**config.mk**
```make
export PLATFORM = sky130hd
export DESIGN_NAME = xcfd_out_reg
export DESIGN_NICKNAME = d
export VERILOG_FILES = /design/src/hdl/xcfd_pkg.sv /design/src/hdl/xcfd_out_reg.sv
export SDC_FILE = /design/constraint.sdc
export NUM_CORES = 1
export LEC_CHECK = 0
export BUFFER_PORTS_ARGS = -buffer_cell sky130_fd_sc_hd__clkbuf_2
export CAP_MARGIN = 5
export CORE_UTILIZATION = 40
export CTS_CLUSTER_DIAMETER = 40
export CTS_CLUSTER_SIZE = 10
export DETAILED_ROUTE_END_ITERATION = 8
export PLACE_DENSITY = 0.78
export SETUP_SLACK_MARGIN = 0.1
export SKIP_CTS_REPAIR_TIMING = 1
export SYNTH_ARGS = -nofsm -noshare
export SYNTH_HDL_FRONTEND = slang
export SYNTH_SLANG_ARGS = --single-unit
```
**constraint.sdc**
```tcl
create_clock -name clk_i -period 1.54 [get_ports clk_i]
set_input_delay 0.308 -clock clk_i [delete_from_list [all_inputs] [get_ports clk_i]]
set_output_delay 0.308 -clock clk_i [all_outputs]
set_load 0.03 [all_outputs]
```
**src/hdl/xcfd_pkg.sv**
```systemverilog
// Shared types, constants and the command classifier for the XOR-checked frame deframer.
package xcfd_pkg;

  // Frame delimiters and limits
  localparam logic [7:0] MARK_BYTE   = 8'hFF;
  localparam logic [8:0] MAX_PENDING = 9'd255;
  localparam logic [5:0] MAX_RESULTS = 6'd42;

  // Ingress queue depth (power of two)
  localparam int unsigned QUEUE_DEPTH = 4;

  // Command codes, in handler index order
  localparam logic [7:0] CMD_CODE_IDX0  = 8'h80;
  localparam logic [7:0] CMD_CODE_IDX1  = 8'h94;
  localparam logic [7:0] CMD_CODE_IDX2  = 8'h96;
  localparam logic [7:0] CMD_CODE_IDX3  = 8'h99;
  localparam logic [7:0] CMD_CODE_IDX4  = 8'h98;
  localparam logic [7:0] CMD_CODE_IDX5  = 8'h01;
  localparam logic [7:0] CMD_CODE_IDX6  = 8'h03;
  localparam logic [7:0] CMD_CODE_IDX7  = 8'h04;
  localparam logic [7:0] CMD_CODE_IDX8  = 8'h05;
  localparam logic [7:0] CMD_CODE_IDX9  = 8'h06;
  localparam logic [7:0] CMD_CODE_RESET = 8'h08;
  localparam logic [7:0] CMD_CODE_IDX11 = 8'h07;
  localparam logic [7:0] CMD_CODE_IDX12 = 8'h10;

  localparam logic [3:0] CMD_IDX_MAX = 4'd12;

  typedef enum logic [1:0] {
    STATUS_OK      = 2'd0,
    STATUS_BAD_SUM = 2'd1,
    STATUS_BAD_CMD = 2'd2
  } status_e;

  typedef struct packed {
    logic       known;
    logic [3:0] idx;
  } cmd_class_t;

  typedef struct packed {
    logic [7:0] data;
    cmd_class_t cmd;
  } rx_entry_t;

  typedef struct packed {
    status_e    status;
    logic [3:0] command_index;
    logic [7:0] frame_length;
    logic [7:0] arg_first;
    logic [7:0] arg_second;
    logic [7:0] arg_third;
    logic       last_of_run;
  } result_t;

  typedef struct packed {
    logic    valid;
    result_t result;
  } out_push_t;

  // Map a command byte to its handler slot
  function automatic cmd_class_t classify_cmd(input logic [7:0] code);
    cmd_class_t c;
    c.known = 1'b1;
    c.idx   = 4'd0;
    case (code)
      CMD_CODE_IDX0:  c.idx = 4'd0;
      CMD_CODE_IDX1:  c.idx = 4'd1;
      CMD_CODE_IDX2:  c.idx = 4'd2;
      CMD_CODE_IDX3:  c.idx = 4'd3;
      CMD_CODE_IDX4:  c.idx = 4'd4;
      CMD_CODE_IDX5:  c.idx = 4'd5;
      CMD_CODE_IDX6:  c.idx = 4'd6;
      CMD_CODE_IDX7:  c.idx = 4'd7;
      CMD_CODE_IDX8:  c.idx = 4'd8;
      CMD_CODE_IDX9:  c.idx = 4'd9;
      CMD_CODE_RESET: c.idx = 4'd10;
      CMD_CODE_IDX11: c.idx = 4'd11;
      CMD_CODE_IDX12: c.idx = 4'd12;
      default:        c.known = 1'b0;
    endcase
    return c;
  endfunction

endpackage

```
**src/hdl/xcfd_out_reg.sv**
```systemverilog
// Output register: holds one result until the receiver takes the transfer.
module xcfd_out_reg (
  input  logic                  clk_i,
  input  logic                  rst_ni,
  input  xcfd_pkg::out_push_t   push_i,
  output logic                  free_o,
  output logic                  out_valid_o,
  input  logic                  out_ready_i,
  output xcfd_pkg::result_t     result_o
);

  logic              vld_q;
  xcfd_pkg::result_t res_q;

  assign free_o      = !vld_q || out_ready_i;
  assign out_valid_o = vld_q;
  assign result_o    = res_q;

  // Payload
  always_ff @(posedge clk_i) begin
    if (push_i.valid && free_o) res_q <= push_i.result;
  end

  // Valid flag
  always_ff @(posedge clk_i or negedge rst_ni) begin
    if (!rst_ni) begin
      vld_q <= 1'b0;
    end else if (free_o) begin
      vld_q <= push_i.valid;
    end
  end

endmodule

```
* After elaboration in Yosys (flattened, before gate mapping)
Index checks and enable logic that the tools add are counted.
** Cells by class
- Reductions and logical operators :: 3
** Operator list (count)
- 1-bit logical AND :: 1
- 1-bit logical NOT :: 1
- 1-bit logical OR :: 1
** Word-level totals
- Register bits after elaboration :: 40
- Input port bits :: 43

* Depth between registers and ports, before layout
- Word-level depth :: 3
- Depth in mapped cells :: 2
- Gate-level depth less buffers :: 2

* Least setup slack after synthesis
Ideal clock, no wire load.
- Path type :: flip-flop to flip-flop
- Start point :: register vld_q (netlist: out_valid_o)
- End point :: register res_q, in the netlist result_o[0] (enable)
- Setup time :: 0.351 ns
- Arrival time :: 1.086 ns
- Data required time :: 1.189 ns
- Slack :: 0.102 ns
- Stages on the path, launching flop included :: 3
- Path buffers :: 0
- Period minus slack after synthesis :: 1.438 ns
- Cells stage by stage :: dfrtp_1 > nand2b_4 > and2_4
** Between the ends
- Word-level cells in the longest chain between the ends :: 3
** RTL lines
- start, declared :: line xcfd_out_reg.sv:12 : logic vld_q;
- start signal, assigned :: line xcfd_out_reg.sv:29 : vld_q <= push_i.valid;
- 1-bit logical NOT :: line xcfd_out_reg.sv:15 : assign free_o = !vld_q || out_ready_i;
- 1-bit logical OR :: line xcfd_out_reg.sv:15
- named net free_o :: line xcfd_out_reg.sv:6 : output logic free_o,
- 1-bit logical AND :: line xcfd_out_reg.sv:21 : if (push_i.valid && free_o) res_q <= push_i.result;
- end signal, assigned :: line xcfd_out_reg.sv:21
- end, declared :: line xcfd_out_reg.sv:13 : xcfd_pkg::result_t res_q;
The timed path passes the listed nets, and every way through them passes these cells.
A chain may end at the register's enable or synchronous reset.

* Worst setup path after layout
- Start point :: register vld_q (netlist: out_valid_o)
- End point :: output port free_o
** Between the ends
- Word-level cells in the longest chain between the ends :: 2
** RTL lines (line)
- 1-bit logical NOT :: xcfd_out_reg.sv:15
- 1-bit logical OR :: xcfd_out_reg.sv:15
- end, declared :: xcfd_out_reg.sv:6
Every way passes these cells.

==> impl_summary.md <==
Status
The run finished, with violations left. The checks that failed: DRC.

Synthesis
During synthesis, Yosys emitted a total of 0 warnings. In this run the biggest area consumer among cell types represents 95.6% of the synthesized area. Sequential elements use 97.7% of the synthesized area. In this run, synthesis produced a sequential element count of 40. In the post-synthesis netlist, the biggest area contributors are edfxtp_1 96%, dfrtp_1 2.0%, nand2b_4 1.1%, and2_4 0.72%, nand2b_1 0.51%. The mean cell area of the mapped netlist is 28.5 sq um.

The gate count after technology mapping is 43. The cell area after synthesis is 0.00122 sq mm. The largest total area in the synthesized netlist belongs to edfxtp_1. After synthesis, the netlist uses 5 different library cells. The synthesized netlist net count is 86.

Critical path
The capturing point of the worst reg2reg path is result_o[38]. Along the worst path, the maximum fanout reaches 3. In this design, the stage delay of the slowest critical-path cell is 0.42 ns. The worst register-to-register path has a setup slack of 0.36 ns. STA classifies the critical path startpoint as a flip-flop.

Among all stages on the critical path, the largest delay is contributed by dfrtp_1. STA classifies the critical path endpoint as an output port. Measured in cells, the most critical reg-to-reg path has a length of 3. The critical path goes through nand2b_4, clkbuf_2. The data required time of the critical path is 1.23 ns. By startpoint and endpoint, the worst setup path is classified as flip-flop to output port. In this run the critical register-to-register path is launched from out_valid_o. Data on the critical path arrives at its endpoint at 1.04 ns.

Timing
Headroom to the max-slew limit came out at 87.6%. Setup repair after global routing left no endpoint under its margin. Hold timing on the final database bottoms out at a slack of 0.147 ns. The number of pins exceeding their max-slew limit in the final report is 0.

For the final database, setup skew stands at 0.00674 ns. The worst path needs 1.34 ns of the cycle, external delays included. The fmax is 0.744 GHz. The sum of negative setup slack is 0 ns.

The number of failing hold endpoints at the final stage is 0. The final clock period utilization by the worst path is 87.3%. Setup violations remaining at the end of the flow were counted as 0.

For the pin with the worst max-slew slack, the measured transition is 0.187 ns.

GRT
In the global route stage, overall resource usage came out at 14.5%. The via count of the first global-routing pass is 768. The initial antenna violation count is 0. The first global-routing pass estimated 3.18 mm of wire.

The pin count of the biggest net entering global routing is 26. The total overflow left after global routing is 0.

Detailed routing
The first-iteration detailed-routing DRC count is 20. Summed over all layers, the routed wires come to 2.20 mm. For this run, design rule violations remaining after detail routing come to 3. In the final routed layout, each cell accounts on average for 13.1 um. The detailed-routing iteration count for the pre-antenna-repair pass is 6.

Across all layers, the routed design uses 754 vias. Once detail routing completed, the nets flagged for antenna violations numbered 0. The average vias per placed instance is 4.49.

Hold path
The path type of the worst min-delay path is primary input to flip-flop. For hold timing, the worst endpoint is result_o[25]. In this run the most critical hold path is launched from push_i[25].

Counting instances, the worst hold path has a depth of 1.

Clocking
The CTS tree is built. The clock insertion delay at the later pin of the skew report is 0.32 ns. Clock-pin slew was measured on the worst setup and hold paths at 0.11 ns. Buffers inserted during clock tree synthesis total 5. The clock sink count is 40. The maximum number of buffers from clock root to sink is 2. In this run the number of H-tree levels came out at 2. CTS placed an instance of clkbuf_4 at the clock tree root.

Power and ir drop
Of the total power, the clock network draws 29.1%. Combinational logic burns 12.3% of the power. The analysis attributes to cell leakage a power of 0.000803 uW. The internal power of the cells is 1700 uW. The power dissipated by switching net loads is 494 uW. The largest vdd supply drop is 892 uV. The total power divided by cell area is 1220 mW/mm^2. Net switching is 22.6% of the power. The share of power burned in registers is 58.5%.

Final layout
The multi-input combinational cells in the finished layout cover a total of 28.8 sq um. The count of filler cells inserted in the layout is 211. Summing all flip-flop and latch instances after layout gives 0.00120 sq mm.

Compared with the post-synthesis result, the final layout area differs by 46.4%. Cells with a size suffix above 1 make up 68.6% of the layout. The count of nets after finishing is 179.

The count of inserted antenna diode cells is 0.

Placed design
Routability-driven placement finished with a final weighted congestion of 0.694. During placement, the flow inserted port buffers numbering 83.

Run
The tool flagged a number of max-cap violations equal to 0.

Floorplan
The die area is 0.00329 sq mm. The x dimension of the die is 57.3 um. The initial cell density of the core is 43.3%. In this run the vertical extent of the chip is 57.3 um.

In this run the core area contains 19 standard-cell rows. In this run the count of I/O pins placed on the die edge is 84. The total core area is 0.00283 sq mm.
[per-layer routing]
| metal | GRT usage [%] | share of wire (%) |
|---|---|---|
| met1 | 10.5 | 28 |
| met2 | 25.7 | 56 |
| met3 | 9.98 | 13 |
| met4 | 10.1 | 2.4 |
| met5 | 0 | 0 |
[synth_stat cells (all sizes together)]
| cell type | n |
|---|---|
| dfrtp | 1 |
| and2 | 1 |
| nand2b | 2 |
| edfxtp | 39 |
[power groups by stage]
stage | Sequential [uW] | Clock (uW) | Combinational (uW)
floorplan | 1430 | 0 | 29.6
detailed placement | 1310 | 0 | 272
finish | 1280 | 637 | 270
CTS | 1280 | 667 | 272
global route | 1290 | 703 | 284
global placement | 1300 | 0 | 265
[layout make-up]
cell class	instances	share of cell area (%)
flip-flops and latches	40	66.7
repair buffers	86	25.3
clock buffers	6	2.30
well taps	31	2.16
clock inverters	2	1.95
multi-input cells	3	1.61
[cell usage in the layout (no fill, tap or decap)]
| cell type | count |
|---|---|
| and2_4 | 1 |
| buf_12 | 1 |
| buf_4 | 1 |
| bufinv_16 | 1 |
| clkbuf_1 | 1 |
| clkbuf_2 | 83 |
| clkbuf_4 | 5 |
| clkinv_2 | 1 |
| dfrtp_1 | 1 |
| dlygate4sd3_1 | 1 |
| edfxtp_1 | 39 |
| nand2b_1 | 1 |
| nand2b_4 | 1 |
[stage by stage]
step,total power [uW],cells,util [%],area [sq um],worst slack (ns)
floorplan,1450,43,-,1220,0.102
global placement,1570,159,60.3,1710,0.373
detailed placement,1580,159,60.3,1710,0.345
CTS,2220,167,63.0,1780,0.162
global route,2280,168,63.4,1790,0.122
finish,2190,168,63.4,1790,0.195
[worst max path at each step]
stage,start,end,depth (start not counted)
after CTS,out_valid_o,free_o,2
after detailed placement,out_ready_i,result_o[23],4
after global routing,out_valid_o,free_o,2
after floorplan,out_valid_o,result_o[0],2
after global placement,out_ready_i,result_o[23],4
final,out_valid_o,free_o,2
[logic make-up (layout without fill, tap and decap cells)]
| logic type | count (synthesis) | count (layout) | share of synthesized area, % |
|---|---|---|---|
| buffers and inverters | 0 | 94 | 0 |
| flip-flops | 40 | 40 | 97.7 |
| AND/OR/NAND/NOR | 3 | 3 | 2.35 |
[flip-flops by register name (all words and copies together), names as in the netlist]
name         count
result_o        39
out_valid_o      1
[worst max-delay path, delay by kind of cell (launching register included)]
kind	cells	cell delay, ns
DFF	1	0.42
buffers and inverters	1	0.20
and+or+nand+nor	1	0.09
Power figures use the tool's default switching activity.
