File: src/hdl/xcfd_pkg.sv
// Shared types, constants and the command classifier for the XOR-checked frame deframer.
package xcfd_pkg;

  // Frame delimiters and limits
  localparam logic [7:0] MARK_BYTE   = 8'hFF;
  localparam logic [8:0] MAX_PENDING = 9'd255;
  localparam logic [5:0] MAX_RESULTS = 6'd42;

  // Ingress queue depth (power of two)
  localparam int unsigned QUEUE_DEPTH = 4;

  // Command codes, in handler index order
  localparam logic [7:0] CMD_CODE_IDX0  = 8'h80;
  localparam logic [7:0] CMD_CODE_IDX1  = 8'h94;
  localparam logic [7:0] CMD_CODE_IDX2  = 8'h96;
  localparam logic [7:0] CMD_CODE_IDX3  = 8'h99;
  localparam logic [7:0] CMD_CODE_IDX4  = 8'h98;
  localparam logic [7:0] CMD_CODE_IDX5  = 8'h01;
  localparam logic [7:0] CMD_CODE_IDX6  = 8'h03;
  localparam logic [7:0] CMD_CODE_IDX7  = 8'h04;
  localparam logic [7:0] CMD_CODE_IDX8  = 8'h05;
  localparam logic [7:0] CMD_CODE_IDX9  = 8'h06;
  localparam logic [7:0] CMD_CODE_RESET = 8'h08;
  localparam logic [7:0] CMD_CODE_IDX11 = 8'h07;
  localparam logic [7:0] CMD_CODE_IDX12 = 8'h10;

  localparam logic [3:0] CMD_IDX_MAX = 4'd12;

  typedef enum logic [1:0] {
    STATUS_OK      = 2'd0,
    STATUS_BAD_SUM = 2'd1,
    STATUS_BAD_CMD = 2'd2
  } status_e;

  typedef struct packed {
    logic       known;
    logic [3:0] idx;
  } cmd_class_t;

  typedef struct packed {
    logic [7:0] data;
    cmd_class_t cmd;
  } rx_entry_t;

  typedef struct packed {
    status_e    status;
    logic [3:0] command_index;
    logic [7:0] frame_length;
    logic [7:0] arg_first;
    logic [7:0] arg_second;
    logic [7:0] arg_third;
    logic       last_of_run;
  } result_t;

  typedef struct packed {
    logic    valid;
    result_t result;
  } out_push_t;

  // Map a command byte to its handler slot
  function automatic cmd_class_t classify_cmd(input logic [7:0] code);
    cmd_class_t c;
    c.known = 1'b1;
    c.idx   = 4'd0;
    case (code)
      CMD_CODE_IDX0:  c.idx = 4'd0;
      CMD_CODE_IDX1:  c.idx = 4'd1;
      CMD_CODE_IDX2:  c.idx = 4'd2;
      CMD_CODE_IDX3:  c.idx = 4'd3;
      CMD_CODE_IDX4:  c.idx = 4'd4;
      CMD_CODE_IDX5:  c.idx = 4'd5;
      CMD_CODE_IDX6:  c.idx = 4'd6;
      CMD_CODE_IDX7:  c.idx = 4'd7;
      CMD_CODE_IDX8:  c.idx = 4'd8;
      CMD_CODE_IDX9:  c.idx = 4'd9;
      CMD_CODE_RESET: c.idx = 4'd10;
      CMD_CODE_IDX11: c.idx = 4'd11;
      CMD_CODE_IDX12: c.idx = 4'd12;
      default:        c.known = 1'b0;
    endcase
    return c;
  endfunction

endpackage

File: src/hdl/xcfd_front.sv
// Ingress stage: accepts received bytes, tags each with its command class, queues them.
module xcfd_front (
  input  logic                  clk_i,
  input  logic                  rst_ni,
  input  logic                  in_valid_i,
  output logic                  in_ready_o,
  input  logic [7:0]            data_byte_i,
  output logic                  q_valid_o,
  output xcfd_pkg::rx_entry_t   q_entry_o,
  input  logic                  q_pop_i
);

  localparam int unsigned PtrW = $clog2(xcfd_pkg::QUEUE_DEPTH);
  localparam int unsigned CntW = $clog2(xcfd_pkg::QUEUE_DEPTH + 1);

  xcfd_pkg::rx_entry_t slots_q [xcfd_pkg::QUEUE_DEPTH];
  logic [PtrW-1:0] wr_ptr_q, rd_ptr_q;
  logic [CntW-1:0] cnt_q;
  logic            push, pop;

  assign in_ready_o = (cnt_q != CntW'(xcfd_pkg::QUEUE_DEPTH));
  assign push       = in_valid_i && in_ready_o;
  assign q_valid_o  = (cnt_q != '0);
  assign pop        = q_pop_i && q_valid_o;
  assign q_entry_o  = slots_q[rd_ptr_q];

  // Queue storage; classify on the way in
  always_ff @(posedge clk_i) begin
    if (push) begin
      slots_q[wr_ptr_q].data <= data_byte_i;
      slots_q[wr_ptr_q].cmd  <= xcfd_pkg::classify_cmd(data_byte_i);
    end
  end

  // Pointers and occupancy
  always_ff @(posedge clk_i or negedge rst_ni) begin
    if (!rst_ni) begin
      wr_ptr_q <= '0;
      rd_ptr_q <= '0;
      cnt_q    <= '0;
    end else begin
      if (push) wr_ptr_q <= wr_ptr_q + PtrW'(1);
      if (pop)  rd_ptr_q <= rd_ptr_q + PtrW'(1);
      if (push && !pop)      cnt_q <= cnt_q + CntW'(1);
      else if (pop && !push) cnt_q <= cnt_q - CntW'(1);
    end
  end

endmodule

File: config.mk
export PLATFORM = sky130hd
export DESIGN_NAME = xcfd_front
export DESIGN_NICKNAME = d
export VERILOG_FILES = /design/src/hdl/xcfd_pkg.sv /design/src/hdl/xcfd_front.sv
export SDC_FILE = /design/constraint.sdc
export NUM_CORES = 1
export LEC_CHECK = 0
export ABC_AREA = 1
export BUFFER_PORTS_ARGS = -buffer_cell sky130_fd_sc_hd__buf_2
export CORE_ASPECT_RATIO = 1.75
export CORE_MARGIN = 2
export CORE_UTILIZATION = 25
export DETAILED_ROUTE_END_ITERATION = 10
export PLACE_DENSITY = 0.48
export SLEW_MARGIN = 10
export SYNTH_ARGS = -nofsm -noshare
export SYNTH_HDL_FRONTEND = slang
export SYNTH_SLANG_ARGS = --single-unit
File: constraint.sdc
create_clock -name clk_i -period 1.9 [get_ports clk_i]
set_input_delay 0.095 -clock clk_i [delete_from_list [all_inputs] [get_ports clk_i]]
set_output_delay 0.095 -clock clk_i [all_outputs]
set_load 0.01 [all_outputs]
== Yosys cells after proc, flatten, opt, wreduce, memory -nomap -nowiden ==
Memories as Yosys holds them, arrays and structs flattened.
Cells that the tools add are included.

* Output and inout bits: 15
* Latch bits: 0
* Memory bits (writable): 52
* Register bits after elaboration: 7
* Input port bits: 12
* Memories: 1
* Memory bits (read-only): 0

{| class="wikitable"
|+ Memory list
! memory !! words !! bits a word !! rd ports !! clocked after memory_dff !! write ports !! RTL line !! source
|-
| slots_q || 4 || 13 || 1 || 0 || 1 || xcfd_front.sv:16 || <nowiki>xcfd_pkg::rx_entry_t slots_q [xcfd_pkg::QUEUE_DEPTH];</nowiki>
|}

* Reduce and logical (&&, ||, !) cells: 9
* Add/sub/neg operators: 4
* Shifts and indexed selects: 0
* Multiply operators: 0
* Bitwise operators: 0
* Divide/modulo/power cells: 0
* Equal/unequal tests: 14
* Muxes and demuxes: 8
* Magnitude comparators: 0

{| class="wikitable"
|+ Operators with widths
! cell !! number
|-
| $pmux 4 s12 || 1
|-
| $eq 8x8->1 const B || 5
|-
| $eq 8x3->1 const B || 4
|-
| $reduce_or 13->1 || 1
|-
| $eq 8x1->1 const B || 1
|-
| $eq 8x2->1 const B || 1
|-
| $eq 8x4->1 const B || 1
|-
| $eq 8x5->1 const B || 1
|-
| $mux 3 || 2
|-
| $add 2x1->2 const B || 2
|-
| $logic_and 1x1->1 || 4
|-
| $mux 1 || 4
|-
| $mux 4 || 1
|-
| $add 3x1->3 const B || 1
|-
| $ne 3x3->1 const B || 1
|-
| $reduce_bool 3->1 || 1
|-
| $sub 3x1->3 const B || 1
|-
| $logic_not 1->1 || 2
|-
| $reduce_bool 2->1 || 1
|}

== Depth between registers and ports, before layout ==
* Depth after elaboration: 6
* Mapped depth: 10

== Least setup slack after synthesis ==
Ideal clock, no wire load.

* Path kind: register -> register
* From: reg cnt_q[0]
* To: reg cnt_q[2]
* Cell stages (with the launch flop): 11
* Arrival time: 1.782 ns
* Path slack: -0.013 ns
* Required time: 1.769 ns
* Path through: dfrtp_1 -> inv_1 -> nand3_1 -> nand2_1 -> inv_1 -> ha_1 -> inv_1 -> fa_1 -> a21oi_1 -> o21ai_0 -> xor2_1

* Longest elaborated chain between the ends: 5

{| class="wikitable"
|+ Ends and longest elaborated chain
! what !! RTL line !! source
|-
| start: declaration || xcfd_front.sv:18 || <nowiki>logic [CntW-1:0] cnt_q;</nowiki>
|-
| start signal: assignment || xcfd_front.sv:44 || <nowiki>if (push && !pop) cnt_q <= cnt_q + CntW'(1);</nowiki>
|-
| start signal: assignment || xcfd_front.sv:45 || <nowiki>else if (pop && !push) cnt_q <= cnt_q - CntW'(1);</nowiki>
|-
| $ne 3x3->1 (*) || xcfd_front.sv:21 || <nowiki>assign in_ready_o = (cnt_q != CntW'(xcfd_pkg::QUEUE_DEPTH));</nowiki>
|-
| net in_ready_o || xcfd_front.sv:6 || <nowiki>output logic in_ready_o,</nowiki>
|-
| $logic_and 1x1->1 (*) || xcfd_front.sv:22 || <nowiki>assign push = in_valid_i && in_ready_o;</nowiki>
|-
| net push || xcfd_front.sv:19 || <nowiki>logic push, pop;</nowiki>
|-
| $logic_not 1->1 || xcfd_front.sv:45 ||
|-
| $logic_and 1x1->1 || xcfd_front.sv:45 ||
|-
| $reduce_bool 2->1 (no line) || n/a ||
|}

Mark *: on every way through the listed nets, which the timed path passes. The rest lies on a longest branch. The select of a mux whose other input is x is not followed.
A chain may end at the register's enable or synchronous reset.

== Worst setup path after layout ==
* From: reg cnt_q[1]
* To: reg cnt_q[1]

* Longest elaborated chain between the ends: 5

{| class="wikitable"
|+ Ends and longest elaborated chain
! what !! RTL line
|-
| $ne 3x3->1 (*) || xcfd_front.sv:21
|-
| $logic_and 1x1->1 (*) || xcfd_front.sv:22
|-
| net push || xcfd_front.sv:19
|-
| $logic_not 1->1 || xcfd_front.sv:45
|-
| $logic_and 1x1->1 || xcfd_front.sv:45
|-
| $reduce_bool 2->1 (no line) || n/a
|}

Marked as above.

==> flow_summary.ini <==
[detailed_routing]
drc_errors = 0
routed.top_layer = met4
vias = 1792
drt_wl_total_um = 5720
routedWlPerCell_um = 14.1
m1WireLength_um = 2130
met2WireLength_um = 3290
dr_wl_met3_um = 138
via_per_inst = 4.42
drtPass1Iterations = 4
drtIter0Drc = 109
postRouteAntennaNets = 0

[sta]
fin_crit_ps = 1740
rsz0062_at_grt = no
clock_skew_ps = 4.43
setup_viol = 0
hold_viol_final = 0
tightestPinTransition_ps = 448
fin_tns_setup_ps = 0
max-slew-margin-rel = 0.701
fmax_mhz = 576
period_share = 0.914
final_max_slew_viol_count = 0
hold_slack_ps = 39.6

[cells_and_area]
drive_gt1_frac = 0.248
final_area_sq_um = 3250
multi_input_area_sq_um = 767
seq_area_sq_um = 1740
nFillCells = 1081
final_nets = 291
areaGrowthSynthToFinish_pct = 23.3
instances_no_fill = 405
num_antenna_cells = 0

[clocking]
cts_buffers = 9
cts.clk_slew.worst_paths_ps = 50
cts_num_sinks = 59
cts_htree_levels = 3
clk_latency_ps = 320
cts-root-buf = clkbuf_16
cts_tree = yes
clockBufferDepth = 2

[worst_setup_path]
crit_slowest_cell = fa_2
crit_top_cell = inv_1
worstPathCellList = inv_1 > nand3_1 > nand2_2 > inv_1 > ha_1 > inv_1 > fa_2 > nor2_1 > a21oi_1
slowest_delay_ps = 450
critPathLaunchType = flip-flop
path_buf_inv = 3
path_delay_family = adder cells
path_max_fanout = 3
critPathRequiredTime_ps = 2110
arrival_ps = 1940
crit_path_end_kind = flip-flop
critical_path_class = reg2reg

[power_and_ir_drop]
power.share.clock = 0.297
p_sw_frac = 0.335
p_int_w = 0.00327
finalPower_w = 0.00492
seqPwrFrac = 0.366
p_per_area_nw_per_um2 = 1510
pwr-share-comb = 0.337
static-leakage-power_nw = 1.32
power_switching_w = 0.00165
ir_drop_uv = 518

[placement]
place_congestion = 0.738
place_area_sq_um = 2960
port_buffers = 26
dpl.cell_count = 387
dpl.hpwl_um = 3920

[worst_hold_path]
hold_class = in2reg

[yosys]
synth_fp_nets = 250
yosysSeqAreaShare = 0.658
netlist_area_sq_um = 2640
syn_inst = 232
syn_avg_cell_area_sq_um = 11.4
synth_cell_types = 26
synth-seq-cells = 59
synth_warnings = 0

[floorplan]
die_x_um = 81.7
chipHeight_um = 140
die_area_sq_um = 11400
coreArea_sq_um = 10300
ios = 27
rows = 49
initial_core_util = 0.256

[grt]
grt_pass1_vias = 1709
grt_start_max_net_pins = 28
grt_use_total = 0.110
antenna_found_initial = 0
grt_first_pass_wirelength_um = 8800
overflow = 0

[status]
status = completed

[flow_run]
max_cap_violations = 0
[flip-flops by register name (all words and copies together), names as in the netlist]
signal / count
cnt_q: 3
wr_ptr_q: 2
slots_q: 52
rd_ptr_q: 2
[routing by layer]
metal,vias up,GRT usage
met3,13,0.0271
li1,885,-
met5,-,0
met1,871,0.111
met4,0,0.0684
met2,23,0.194
[area by class of cell]
cell class,instances,share of cell area
Tap cell,127,0.0488
Clock buffer,14,0.0812
Timing Repair Buffer,38,0.0685
Sequential cell,59,0.534
Inverter,25,0.0288
Clock inverter,2,0.00308
Multi-Input combinational cell,140,0.236
[Yosys cell counts (all sizes together)]
cell type / n / area share
nor2: 50 / 0.079
fa: 1 / 0.0076
nand2: 20 / 0.034
o22ai: 13 / 0.031
xnor2: 1 / 0.0033
xor2: 3 / 0.010
nand4: 6 / 0.014
edfxtp: 52 / 0.59
o21ai: 30 / 0.057
and2: 1 / 0.0033
buf: 7 / 0.018
inv: 25 / 0.036
dfrtp: 7 / 0.066
nand3: 6 / 0.017
a21oi: 4 / 0.0076
clkbuf: 1 / 0.0014
ha: 5 / 0.024
[worst register-to-register path: stages, from the launching register on]
cell	delay (ps)
dfrtp_1	380
inv_1	100
nand3_1	100
nand2_2	80
inv_1	60
ha_1	190
inv_1	110
fa_2	450
nor2_1	110
a21oi_1	50
[what timing repair did]
item,CTS,global route
hold buffers,1,0
buffers inserted,0,1
setup endpoints to repair,0,1
gates resized for setup,0,3
endpoints found under the hold margin,7,0
[per-stage QoR]
stage / setup slack, ps / utilization
after floorplan: 21.9 / -
final: 163 / 0.316
after global routing: 11.6 / 0.316
after global placement: 107 / 0.287
after CTS: 52.6 / 0.315
after detailed placement: 85.4 / 0.287
[power by group through the flow]
stage	sequential [W]	clock (W)	combinational, W
2_1_floorplan	0.00182	0	0.00103
6_report	0.00180	0.00146	0.00166
3_3_place_gp	0.00182	0	0.00167
4_1_cts	0.00181	0.00150	0.00169
3_5_place_dp	0.00183	0	0.00168
5_1_grt	0.00183	0.00156	0.00189
[kinds of logic after synthesis]
family,after synthesis,share of synthesized area
AND/OR/NAND/NOR,83,0.147
AO/OA/AOI/OAI,47,0.0953
flip-flops,59,0.658
buffers and inverters,33,0.0545
adder cells (fa/ha/maj),6,0.0313
XOR/XNOR,4,0.0133
[worst paths after layout]
kind	from	endpoint	slack, ps	depth (start not counted)
min reg2reg	cnt_q[0]$_DFFE_PN0P_	cnt_q[0]$_DFFE_PN0P_	580	2
max in group asynchronous	rst_ni	wr_ptr_q[0]$_DFFE_PN0P_	1610	2
min in group asynchronous	rst_ni	cnt_q[1]$_DFFE_PN0P_	140	2
max reg2reg	cnt_q[1]$_DFFE_PN0P_	cnt_q[1]$_DFFE_PN0P_	160	9
max	cnt_q[1]$_DFFE_PN0P_	cnt_q[1]$_DFFE_PN0P_	160	9
min	data_byte_i[6]	slots_q[2][11]$_DFFE_PP_	40	1
[placed cells by master (no fill, tap or decap), drive strengths merged]
cell type / instances
dlygate4sd3: 1
o22ai: 13
buf: 37
nor2: 50
nand3: 6
fa: 1
clkbuf: 14
edfxtp: 52
nand2: 20
xor2: 3
ha: 5
dfrtp: 7
inv: 25
nand4: 6
and2: 1
o21ai: 30
clkinv: 2
a21oi: 4
xnor2: 1
(Power assumes the default switching activity.)
